**src/hw/rtl/msbnh_pkg.sv**
```systemverilog
// Package for the segment versus box nearest-hit block.
// Holds widths, pipeline stage numbering, register codes and shared structs.
// No dependencies.
package msbnh_pkg;

  localparam int NEDGE = 4;

  localparam int CW   = 18;  // box corner / crossing coordinate, signed
  localparam int XW   = 35;  // cross product, signed
  localparam int TW   = 34;  // magnitude of a cross product
  localparam int SW   = 35;  // sum of two magnitudes
  localparam int QW   = 14;  // quotient bits (offset along an edge)
  localparam int NW   = 50;  // dividend width
  localparam int DW   = 36;  // divisor width
  localparam int VW   = 35;  // squared distance
  localparam int SQN  = 18;  // square root steps
  localparam int DSTW = 18;  // rounded distance

  // Pipeline stage numbering
  localparam int ST_F0  = 0;
  localparam int ST_F1  = 1;
  localparam int ST_F2  = 2;
  localparam int ST_E0  = 3;
  localparam int ST_E1  = 4;
  localparam int ST_DIV = 5;
  localparam int ST_PT  = ST_DIV + QW;
  localparam int ST_SQ  = ST_PT + 1;
  localparam int ST_SUM = ST_SQ + 1;
  localparam int ST_RT  = ST_SUM + 1;
  localparam int ST_RND = ST_RT + SQN;
  localparam int ST_OUT = ST_RND + 1;
  localparam int NST    = ST_OUT + 1;

  // Configuration register indexes
  localparam logic [1:0] CFG_LEFT = 2'd0;
  localparam logic [1:0] CFG_TOP  = 2'd1;
  localparam logic [1:0] CFG_SIDE = 2'd2;

  localparam logic [15:0] RST_LEFT = 16'd1024;
  localparam logic [15:0] RST_TOP  = 16'd1024;
  localparam logic [13:0] RST_SIDE = 14'd1024;

  typedef struct packed {
    logic                 hit;
    logic                 horiz;
    logic                 neg;
    logic signed [CW-1:0] e1x;
    logic signed [CW-1:0] e1y;
    logic signed [15:0]   sx;
    logic signed [15:0]   sy;
    logic [TW-1:0]        t1;
    logic [SW-1:0]        s;
  } edge_in_t;

  typedef struct packed {
    logic                 hit;
    logic signed [CW-1:0] px;
    logic signed [CW-1:0] py;
    logic [DSTW-1:0]      hit_dist;
  } edge_res_t;

endpackage

```
**src/hw/rtl/msbnh_ctrl.sv**
```systemverilog
// Valid bits and per-stage load enables of the nearest-hit pipeline.
// Depends on msbnh_pkg.
module msbnh_ctrl (
  input  logic                        clk,
  input  logic                        rst_n,
  input  logic                        in_tvalid,
  output logic                        in_tready,
  output logic                        out_tvalid,
  input  logic                        out_tready,
  output logic [msbnh_pkg::NST-1:0]   en
);

  localparam int NST = msbnh_pkg::NST;

  logic [NST-1:0] valid_r, valid_nxt;
  logic [NST:0]   ready;

  // A stage loads when it is empty or its beat moves on.
  always_comb begin
    ready[NST] = out_tready;
    for (int i = NST - 1; i >= 0; i--) begin
      ready[i] = !valid_r[i] | ready[i+1];
    end
  end

  assign en = ready[NST-1:0];

  always_comb begin
    valid_nxt[0] = ready[0] ? in_tvalid : valid_r[0];
    for (int i = 1; i < NST; i++) begin
      valid_nxt[i] = ready[i] ? valid_r[i-1] : valid_r[i];
    end
  end

  always_ff @(posedge clk) begin
    if (!rst_n) begin
      valid_r <= '0;
    end else begin
      valid_r <= valid_nxt;
    end
  end

  assign in_tready  = ready[0];
  assign out_tvalid = valid_r[NST-1];

  a_fill_count: assert property (@(posedge clk) disable iff (!rst_n)
    (rst_n && in_tvalid && in_tready && !(out_tvalid && out_tready)) |=>
    ($countones(valid_r) == $past($countones(valid_r)) + 1))
    else $error("accepted beat not counted in pipeline");

  a_drain_count: assert property (@(posedge clk) disable iff (!rst_n)
    (rst_n && !(in_tvalid && in_tready) && out_tvalid && out_tready) |=>
    ($countones(valid_r) + 1 == $past($countones(valid_r))))
    else $error("delivered beat not removed from pipeline");

  a_empty_ready: assert property (@(posedge clk) disable iff (!rst_n)
    !valid_r[0] |-> in_tready)
    else $error("empty first stage refuses input");

endmodule

```
**config.mk**
```make
export PLATFORM = sky130hd
export DESIGN_NAME = msbnh_ctrl
export DESIGN_NICKNAME = d
export VERILOG_FILES = /design/src/hw/rtl/msbnh_pkg.sv /design/src/hw/rtl/msbnh_ctrl.sv
export SDC_FILE = /design/constraint.sdc
export NUM_CORES = 1
export LEC_CHECK = 0
export ABC_AREA = 1
export ABC_CLOCK_PERIOD_IN_PS = 3190
export BUFFER_PORTS_ARGS = -buffer_cell sky130_fd_sc_hd__clkbuf_2
export CAP_MARGIN = 10
export CELL_PAD_IN_SITES_DETAIL_PLACEMENT = 1
export CELL_PAD_IN_SITES_GLOBAL_PLACEMENT = 1
export CORE_MARGIN = 8
export CORE_UTILIZATION = 38
export CTS_CLUSTER_SIZE = 14
export DETAILED_ROUTE_END_ITERATION = 8
export PLACE_DENSITY = 0.83
export RECOVER_POWER = 25
export SLEW_MARGIN = 40
export SYNTH_ARGS = -nofsm -noshare
export SYNTH_HDL_FRONTEND = slang
export SYNTH_SLANG_ARGS = --single-unit
```
**constraint.sdc**
```tcl
create_clock -name clk -period 3.19 [get_ports clk]
set_input_delay 0.1595 -clock clk [delete_from_list [all_inputs] [get_ports clk]]
set_output_delay 0.1595 -clock clk [all_outputs]
set_load 0.005 [all_outputs]
```
==> qor.txt <==
outcome: finished with violations
failing checks: setup timing
fraction of layout cells with a size suffix above 1: 43.5%
Layout fillers: 557
synth-to-layout area growth: 40.0%
Seq/Total Area, Yosys: 48.4%
# setup viols final: 12
DRT met1 WL: 1830 um
Fin Clk Skew: 0.0117 ns
Chip Width: 83.6 um
clk slew on worst S/H paths: 0.08 ns
Tot Pwr: 968 uW
Vias/cell: 4.54
n_diodes: 0
Core Footprint: 4380 um2
Setup TNS Final: -1.66 ns
DRT Pass-1 Iters: 4
critical path peak fanout: 5
post-synth cell types: 15
Top reg by flops: valid_r
Total GRT Usage: 12.8%
met2 WL post-DR: 2300 um
Placed Cells: 288
drt wl/cell: 13.7 um
Pins Over Slew Limit: 0
DPL Wire Length: 3060 um
fin crit share: 107%
Starting Density: 39.6%
fin crit period: 3.43 ns
drt total wl: 4480 um
Clock Sink Count: 42
Pleak: 1.04 nW
CTS Buf Count: 5
Reg area: 843 um2
buffers and inverters on the worst path: 1
Slew @ Worst Pin: 1.20 ns
Clock Path Buffers: 2
max_slew headroom: 19.7%
Netlist Area Pre-Place: 1740 um2
nets: 279
worst hold path depth: 3
CTS tree: yes
first-pass GRT wire length: 7510 um
Vias: 1488
RSZ-0062 raised after global routing: true
Required @ worst endpoint: 3.03 ns
DRC viols: 0
multi-input logic area: 712 um2
Syn Area/Cell: 9.05 um2
Arr. time, crit path: 3.27 ns
critical path's top delay family: simple AND/OR/NAND/NOR gates
die height: 83.6 um
CP max stage cell: dfxtp_2
Port Buf Inserts: 47
Ys Warns: 0
hold path startpoint: in_tvalid
Congestion Overflow GR: 0
top routing layer used: met4
critical path's most frequent cell: nand4_4
Critical Path Max Stage Delay: 0.36 ns
CP Cell Sequence: nand3_4 -> nor2_4 -> nand4_4 -> nor2_4 -> nand4_4 -> nor2_4 -> nand4_4 -> nor2_4 -> nand4_4 -> nor2_4 -> nand4_4 -> nor2_4 -> nand4_4 -> nor2_4 -> nand4_4 -> nor2_4 -> nand4_4 -> nor2_4 -> nand4_4 -> nor2_8 -> nand4_4 -> buf_6
power density over the cells: 398 nW/um2
fin cells: 328
Synth area leaders: dfxtp_1 (48%), nand4_4 (12%), inv_1 (11%)
met3 wire length: 257 um
max-cap check violation count: 0
initial antenna violation count: 0
final worst slack: -0.239 ns
critical path launch point type: flop
crit end category: output pin
row cnt: 24
io pins: 48
max reg flops: 42
Syn Inst Count: 192
htree depth: 2
Antenna Violating Nets Remaining: 0
Yosys top cell area share: 48.4%
#FFs+latches synth: 42
Worst-Skew Late Latency: 0.30 ns
worst r2r src: valid_r[40]
Root Driver: clkbuf_8
GP Congestion: 0.700
Die ar.: 6990 um2
Hold Fails Final Rpt: 0
pin count of the biggest net entering global routing: 25
achievable clock frequency: 292 MHz
Hold Buf Count CTS: 0
Syn Nets: 196
initial DRC count: 31
vias in the first global route: 1624
CP Class: reg2out
Max IR drop VDD: 0.234 mV
Regs by FF count: valid_r x42
largest area contributor in the netlist: dfxtp_1
Min-Delay Path Class: in2reg
worst hold endpoint: valid_r[0]
reg2reg end: valid_r[1]
r2r setup slk: -0.04 ns
r2r worst-path depth: 24
[where the power goes]
group,switching (mW),internal (mW)
registers,0.00250,0.526
logic,0.0124,0.00334
clock network,0.191,0.234
[cells in the final DEF (no fill, tap or decap), drive strengths merged]
cell type,Yosys,layout
inv,52,52
nand3,2,2
dfxtp,42,42
o21a,3,3
nand2,10,10
clkinvlp,0,1
buf,1,35
a21oi,30,30
nand4,10,10
clkbuf,4,52
bufinv,0,1
nor2,38,38
[synth_stat cells, drive strengths merged]
cell type	count
dfxtp	42
inv	52
a21oi	30
clkbuf	4
nand4	10
o21a	3
nand3	2
nand2	10
nor2	38
buf	1
[kinds of logic after synthesis]
family	count (synthesis)	synth area share (%)
AO/OA/AOI/OAI	33	10.4
buffers and inverters	57	12.5
flip-flops	42	48.4
AND/OR/NAND/NOR	60	28.7
[cell type report]
type / instances / area share [%]
well taps: 52 / 2.67
repair buffers: 81 / 20.8
clock buffers: 6 / 2.98
flip-flops and latches: 42 / 34.7
multi-input cells: 93 / 29.3
clock inverters: 2 / 1.54
inverters: 52 / 8.02
[repair_timing]
item / CTS / global route
resized for setup: 8 / 10
endpoints found under the setup margin: 14 / 25
buffers inserted: 24 / 11
pin swaps: 12 / 14
[worst min-delay path: cells and delay by family]
kind / cells / cell delay, ns
buffers and inverters: 2 / 0.14
AOI/OAI and AO/OA: 1 / 0.05
[how the worst max path moves through the flow]
stage / start / to / slack [ns] / depth (start not counted)
finish: valid_r[40] / in_tready / -0.24 / 22
global route: valid_r[41] / en[5] / -0.47 / 23
CTS: valid_r[41] / en[0] / -0.49 / 22
detailed placement: valid_r[41] / en[0] / -0.17 / 22
global placement: valid_r[41] / en[0] / 0.07 / 22
floorplan: valid_r[41] / en[0] / -0.02 / 22
[metal layers]
metal	vias up	GRT usage [%]
li1	749	-
met1	695	13.7
met2	35	21.6
met3	9	5.08
met4	0	5.65
met5	-	0
[metrics by stage]
stage	cell area (um2)	setup WS, ns	util, %	hold slack, ns
final	2430	-0.239	55.5	0.0951
after global routing	2430	-0.474	55.5	0.0800
after CTS	2330	-0.486	53.2	0.0817
after detailed placement	2030	-0.171	46.3	0.404
after global placement	2030	0.0681	46.3	0.394
after floorplan	1740	-0.0227	-	0.277
Power figures use the tool's default switching activity.
