File: config.mk
export PLATFORM = sky130hd
export DESIGN_NAME = msbnh_front
export DESIGN_NICKNAME = d
export VERILOG_FILES = /design/src/hw/rtl/msbnh_pkg.sv /design/src/hw/rtl/msbnh_front.sv
export SDC_FILE = /design/constraint.sdc
export NUM_CORES = 2
export LEC_CHECK = 0
export ABC_AREA = 1
export BUFFER_PORTS_ARGS = -buffer_cell sky130_fd_sc_hd__buf_4
export CORE_MARGIN = 2
export CORE_UTILIZATION = 39
export DETAILED_ROUTE_END_ITERATION = 8
export PLACE_DENSITY = 0.55
export SYNTH_ARGS = -nofsm -noshare
export SYNTH_HDL_FRONTEND = slang
export SYNTH_SLANG_ARGS = --single-unit
File: constraint.sdc
create_clock -name clk -period 5.6 [get_ports clk]
set_input_delay 0 -clock clk [delete_from_list [all_inputs] [get_ports clk]]
set_output_delay 0 -clock clk [all_outputs]
set_load 0.005 [all_outputs]
File: src/hw/rtl/msbnh_pkg.sv
// Package for the segment versus box nearest-hit block.
// Holds widths, pipeline stage numbering, register codes and shared structs.
// No dependencies.
package msbnh_pkg;

  localparam int NEDGE = 4;

  localparam int CW   = 18;  // box corner / crossing coordinate, signed
  localparam int XW   = 35;  // cross product, signed
  localparam int TW   = 34;  // magnitude of a cross product
  localparam int SW   = 35;  // sum of two magnitudes
  localparam int QW   = 14;  // quotient bits (offset along an edge)
  localparam int NW   = 50;  // dividend width
  localparam int DW   = 36;  // divisor width
  localparam int VW   = 35;  // squared distance
  localparam int SQN  = 18;  // square root steps
  localparam int DSTW = 18;  // rounded distance

  // Pipeline stage numbering
  localparam int ST_F0  = 0;
  localparam int ST_F1  = 1;
  localparam int ST_F2  = 2;
  localparam int ST_E0  = 3;
  localparam int ST_E1  = 4;
  localparam int ST_DIV = 5;
  localparam int ST_PT  = ST_DIV + QW;
  localparam int ST_SQ  = ST_PT + 1;
  localparam int ST_SUM = ST_SQ + 1;
  localparam int ST_RT  = ST_SUM + 1;
  localparam int ST_RND = ST_RT + SQN;
  localparam int ST_OUT = ST_RND + 1;
  localparam int NST    = ST_OUT + 1;

  // Configuration register indexes
  localparam logic [1:0] CFG_LEFT = 2'd0;
  localparam logic [1:0] CFG_TOP  = 2'd1;
  localparam logic [1:0] CFG_SIDE = 2'd2;

  localparam logic [15:0] RST_LEFT = 16'd1024;
  localparam logic [15:0] RST_TOP  = 16'd1024;
  localparam logic [13:0] RST_SIDE = 14'd1024;

  typedef struct packed {
    logic                 hit;
    logic                 horiz;
    logic                 neg;
    logic signed [CW-1:0] e1x;
    logic signed [CW-1:0] e1y;
    logic signed [15:0]   sx;
    logic signed [15:0]   sy;
    logic [TW-1:0]        t1;
    logic [SW-1:0]        s;
  } edge_in_t;

  typedef struct packed {
    logic                 hit;
    logic signed [CW-1:0] px;
    logic signed [CW-1:0] py;
    logic [DSTW-1:0]      hit_dist;
  } edge_res_t;

endpackage

File: src/hw/rtl/msbnh_front.sv
// Front stages: corner offsets, cross products and per-edge crossing tests.
// Depends on msbnh_pkg.
module msbnh_front (
  input  logic                                         clk,
  input  logic [msbnh_pkg::NST-1:0]                    en,
  input  logic signed [15:0]                           start_x,
  input  logic signed [15:0]                           start_y,
  input  logic signed [15:0]                           move_x,
  input  logic signed [15:0]                           move_y,
  input  logic signed [15:0]                           box_left,
  input  logic signed [15:0]                           box_top,
  input  logic [13:0]                                  box_side,
  output msbnh_pkg::edge_in_t [msbnh_pkg::NEDGE-1:0]   edge_o
);

  localparam int CW = msbnh_pkg::CW;
  localparam int XW = msbnh_pkg::XW;
  localparam int TW = msbnh_pkg::TW;
  localparam int SW = msbnh_pkg::SW;
  localparam int PW = 34;
  localparam int UW = 19;
  localparam int NE = msbnh_pkg::NEDGE;

  function automatic logic [1:0] sgn_f(input logic signed [XW-1:0] v);
    return {v[XW-1], |v};
  endfunction

  logic signed [CW-1:0] left_w, top_w, rgt_w, bot_w;

  assign left_w = CW'(box_left);
  assign top_w  = CW'(box_top);
  assign rgt_w  = left_w + CW'(box_side);
  assign bot_w  = top_w + CW'(box_side);

  // Stage 0: offsets of the corners from the start point
  logic signed [15:0]   sx0_r, sy0_r, ax0_r, ay0_r;
  logic signed [CW-1:0] dxl0_r, dxr0_r, dyt0_r, dyb0_r;

  always_ff @(posedge clk) begin
    if (en[msbnh_pkg::ST_F0]) begin
      sx0_r  <= start_x;
      sy0_r  <= start_y;
      ax0_r  <= move_x;
      ay0_r  <= move_y;
      dxl0_r <= left_w - CW'(start_x);
      dxr0_r <= rgt_w - CW'(start_x);
      dyt0_r <= top_w - CW'(start_y);
      dyb0_r <= bot_w - CW'(start_y);
    end
  end

  // Stage 1: the four distinct products
  logic signed [15:0]   sx1_r, sy1_r, ax1_r, ay1_r;
  logic signed [CW-1:0] dxl1_r, dxr1_r, dyt1_r, dyb1_r;
  logic signed [PW-1:0] m_at1_r, m_ab1_r, m_al1_r, m_ar1_r;

  always_ff @(posedge clk) begin
    if (en[msbnh_pkg::ST_F1]) begin
      sx1_r   <= sx0_r;
      sy1_r   <= sy0_r;
      ax1_r   <= ax0_r;
      ay1_r   <= ay0_r;
      dxl1_r  <= dxl0_r;
      dxr1_r  <= dxr0_r;
      dyt1_r  <= dyt0_r;
      dyb1_r  <= dyb0_r;
      m_at1_r <= PW'(ax0_r) * PW'(dyt0_r);
      m_ab1_r <= PW'(ax0_r) * PW'(dyb0_r);
      m_al1_r <= PW'(ay0_r) * PW'(dxl0_r);
      m_ar1_r <= PW'(ay0_r) * PW'(dxr0_r);
    end
  end

  // Stage 2: corner cross products in order top left, top right,
  // bottom right, bottom left; edge k runs from corner k to corner k+1.
  logic signed [XW-1:0] crs_w [NE];
  logic signed [UW-1:0] den_w [NE];
  logic signed [UW-1:0] num_w [NE];
  logic signed [CW-1:0] e1x_w [NE];
  logic signed [CW-1:0] e1y_w [NE];
  msbnh_pkg::edge_in_t  edge_nxt [NE];

  assign crs_w[0] = XW'(m_at1_r) - XW'(m_al1_r);
  assign crs_w[1] = XW'(m_at1_r) - XW'(m_ar1_r);
  assign crs_w[2] = XW'(m_ab1_r) - XW'(m_ar1_r);
  assign crs_w[3] = XW'(m_ab1_r) - XW'(m_al1_r);

  // Segment parameter test with the side length divided out
  assign den_w[0] = -UW'(ay1_r);
  assign den_w[1] = UW'(ax1_r);
  assign den_w[2] = UW'(ay1_r);
  assign den_w[3] = -UW'(ax1_r);
  assign num_w[0] = -UW'(dyt1_r);
  assign num_w[1] = UW'(dxr1_r);
  assign num_w[2] = UW'(dyb1_r);
  assign num_w[3] = -UW'(dxl1_r);

  assign e1x_w[0] = left_w;
  assign e1x_w[1] = rgt_w;
  assign e1x_w[2] = rgt_w;
  assign e1x_w[3] = left_w;
  assign e1y_w[0] = top_w;
  assign e1y_w[1] = top_w;
  assign e1y_w[2] = bot_w;
  assign e1y_w[3] = bot_w;

  always_comb begin
    logic signed [XW-1:0] t1, t2;
    logic [XW-1:0]        a1, a2;
    logic                 in_seg;
    for (int k = 0; k < NE; k++) begin
      t1 = crs_w[k];
      t2 = crs_w[(k + 1) % NE];
      a1 = t1[XW-1] ? XW'(-t1) : XW'(t1);
      a2 = t2[XW-1] ? XW'(-t2) : XW'(t2);
      if (den_w[k] > 0) begin
        in_seg = (num_w[k] >= 0) && (num_w[k] <= den_w[k]);
      end else begin
        in_seg = (num_w[k] <= 0) && (num_w[k] >= den_w[k]);
      end
      edge_nxt[k].hit   = (sgn_f(t1) != sgn_f(t2)) && in_seg;
      edge_nxt[k].horiz = (k % 2) == 0;
      edge_nxt[k].neg   = k >= 2;
      edge_nxt[k].e1x   = e1x_w[k];
      edge_nxt[k].e1y   = e1y_w[k];
      edge_nxt[k].sx    = sx1_r;
      edge_nxt[k].sy    = sy1_r;
      edge_nxt[k].t1    = a1[TW-1:0];
      edge_nxt[k].s     = SW'(a1) + SW'(a2);
    end
  end

  always_ff @(posedge clk) begin
    if (en[msbnh_pkg::ST_F2]) begin
      for (int k = 0; k < NE; k++) begin
        edge_o[k] <= edge_nxt[k];
      end
    end
  end

endmodule

==> impl_metrics.py <==
metrics = {
    "setup_path": {
        "crit_path_end": "m_at1_r[29]",
        "r2r_cells": 29,
        "cp.arrival_ns": 6.44,
        "cp.required_ns": 6.10,
        "crit_cells": 29,
        "critical_path_class": "register to register",
        "worst_setup_path_start_kind": "register",
        "slowest_stage": "fa_1",
        "cp_top_family": "adder cells",
        "cp-end-kind": "register",
        "worstSetupStartpoint": "ax0_r[2]",
        "slowest_delay_ns": 0.53,
        "rr_endpoint": "m_at1_r[29]",
        "critPathBufInv": 10,
        "cp_max_fo": 5,
        "reg2reg_slack_ns": -0.34,
        "r2r_start": "ax0_r[2]",
        "path_common_cell": "fa_1",
    },
    "logic_synthesis": {
        "syn_area_um2": 94200,
        "synth_top_cells_by_area": "edfxtp_1 25%, fa_1 24%, inv_1 10%",
        "synth-main-ff-cell": "edfxtp_1",
        "synthAdderAreaFrac_pct": 34.8,
        "synth_edf_count": 779,
        "yosysWarnings": 0,
        "syn_avg_cell_area_um2": 8.57,
        "synth_compound_area_share_pct": 5.79,
        "yosys.area.top_type": "edfxtp_1",
        "synthDistinctLibCells": 68,
        "synth_top_area_share_pct": 24.8,
        "synthXorXnorAreaFrac_pct": 5.19,
        "synth_top_family_by_area": "adder cells",
        "synthSimpleGateAreaFrac_pct": 16.2,
        "synth_mux_area_share_pct": 0.0332,
        "synthArstFlopShare_pct": 0,
        "synth_seq_cells": 779,
        "ys_seq_area_share_pct": 24.8,
        "synth_cells": 11000,
    },
    "timing": {
        "worst_slack_ns": -0.340,
        "slew_viol_final": 0,
        "final_hold_viol_count": 0,
        "worst_pin_slew_ns": 1.10,
        "fmax_mhz": 168,
        "skew_ns": 0.104,
        "rsz0062_at_grt": "yes",
        "relSlewSlack_pct": 25.9,
        "setup_viol": 53,
        "finalCritPeriodShare_pct": 106,
        "min_period_ns": 5.94,
        "fin_tns_setup_ns": -10.59,
    },
    "detailed_routing": {
        "wl_mm": 345,
        "first_iter_violations": 4802,
        "num_vias": 81100,
        "route.top_layer_used": "met5",
        "drc": 0,
        "ant_nets": 0,
        "met3_length_mm": 19.6,
        "vias_per_cell": 4.87,
        "dr_wl_met2_mm": 160,
        "routedWlPerCell_um": 20.7,
        "drtPass1Iterations": 5,
        "m1WireLength_mm": 147,
    },
    "clock_network": {
        "clock-sinks": 779,
        "clk_pin_slew_ns": 0.07,
        "tritoncts": "built",
        "htreeDepth": 3,
        "clk_path_buf_depth": 3,
        "root_buffer": "clkbuf_16",
        "clock_latency_ns": 0.80,
        "numCtsBuffers": 96,
    },
    "floorplan": {
        "core_um2": 240000,
        "io_pins": 713,
        "die_area_um2": 245000,
        "num_rows": 180,
        "die_x_um": 495,
        "die_h_um": 495,
        "initial_core_util_pct": 39.2,
    },
    "finish": {
        "areaGrowthSynthToFinish_pct": 34.5,
        "fillCellCount": 22000,
        "drive_above_1_share_pct": 27.7,
        "finalNetCount": 15500,
    },
    "global_route": {
        "antenna_found_initial": 21,
        "gr-total-overflow": 0,
        "grt_pass1_vias": 85000,
        "grt_max_degree": 166,
        "grtUsageTotal_pct": 27.8,
        "grt_first_pass_wirelength_mm": 514,
    },
    "status": {
        "status": "finished, violations left",
        "violations": "negative setup slack",
    },
    "hold_path": {
        "holdPathStages": 2,
        "min_path_type": "primary input to register",
    },
    "placed_design": {
        "gp_congestion": 0.949,
        "hpwl_mm": 286,
        "io_buffers": 665,
    },
    "run": {
        "max_cap_violations": 0,
    },
}
area by class of cell:
type | count | area, um^2 | area share [%]
multi-input cells | 7104 | 62800 | 49.6
flip-flops and latches | 779 | 23400 | 18.5
repair buffers | 2732 | 23200 | 18.3
inverters | 2665 | 10000 | 7.92
well taps | 3185 | 3990 | 3.15
clock buffers | 109 | 2450 | 1.94
clock inverters | 64 | 781 | 0.617
diodes | 11 | 27.5 | 0.0217
flip-flops by register name, summed over array words and instances (netlist names), 18 cells and up:
signal,cells
edge_o,377
m_ab1_r,34
m_ar1_r,34
m_al1_r,33
dxr0_r,18
m_at1_r,33
dyb0_r,18
dyb1_r,18
dxr1_r,18
layer usage:
metal	vias to the layer above	track usage, %
met5	-	0
met4	2	13.1
met3	537	3.86
met2	2521	46.1
met1	39700	36.0
li1	38300	-
worst min path at each step:
stage                       startpoint     endpoint
after detailed placement     move_x[7]     ax0_r[7]
after global routing         move_x[5]     ax0_r[5]
after CTS                 box_left[11]  edge_o[130]
final                        move_y[1]     ay0_r[1]
after floorplan              move_x[0]     ax0_r[0]
after global placement       move_x[6]     ax0_r[6]
Yosys cell counts, drive strengths merged (20+ instances only):
cell	instances
inv	2660
nand3b	27
nor3	84
clkbuf	250
a21o	46
nor4	36
a31oi	30
a21oi	511
ha	787
nand3	311
o21bai	36
or2	28
nand4	109
buf	194
nor2	524
xor2	390
o211ai	26
nand2	2506
edfxtp	779
o21ai	229
a21boi	20
fa	1146
xnor2	167
o21a	23
layout by cell type (no fill, tap or decap), drive strengths merged, types with 187 or more instances in the layout:
master / synthesis / layout
inv: 2660 / 2665
ha: 787 / 787
dlygate4sd3: 0 / 187
nand3: 311 / 311
nor2: 524 / 524
o21ai: 229 / 229
xor2: 390 / 390
fa: 1146 / 1146
a21oi: 511 / 511
edfxtp: 779 / 779
buf: 194 / 2539
nand2: 2506 / 2506
metrics by stage:
step                std cells  hold WS [ns]  utilization (%)  cell area, um^2  setup WS, ns
CTS                     16500        0.0108             51.3           123000        -0.349
global route            16600        0.0343             52.7           127000        -0.597
finish                  16600        0.0540             52.7           127000        -0.340
floorplan               11000        0.0989                -            94700       -0.0881
global placement        16100         0.179             47.9           115000        -0.558
detailed placement      16100         0.179             47.9           115000        -0.504
kinds of logic after synthesis:
kind of cell               after synthesis
DFF                                    779
xor gates and xnor gates               557
AOI/OAI and AO/OA                      964
muxes                                    3
adders and majority gates             1933
buffers and inverters                 3109
other                                    2
and+or+nand+nor                       3639
repair_timing:
item,CTS,global route
buffers inserted,101,109
hold endpoints to repair,382,0
setup endpoints to repair,128,135
cloned,4,6
pin swaps,151,283
resized for setup,465,654
hold buffers,187,0
Power is left out: the tool's default activity adds up to more than one toggle a clock period on the data nets, which glitch-free logic cannot reach.
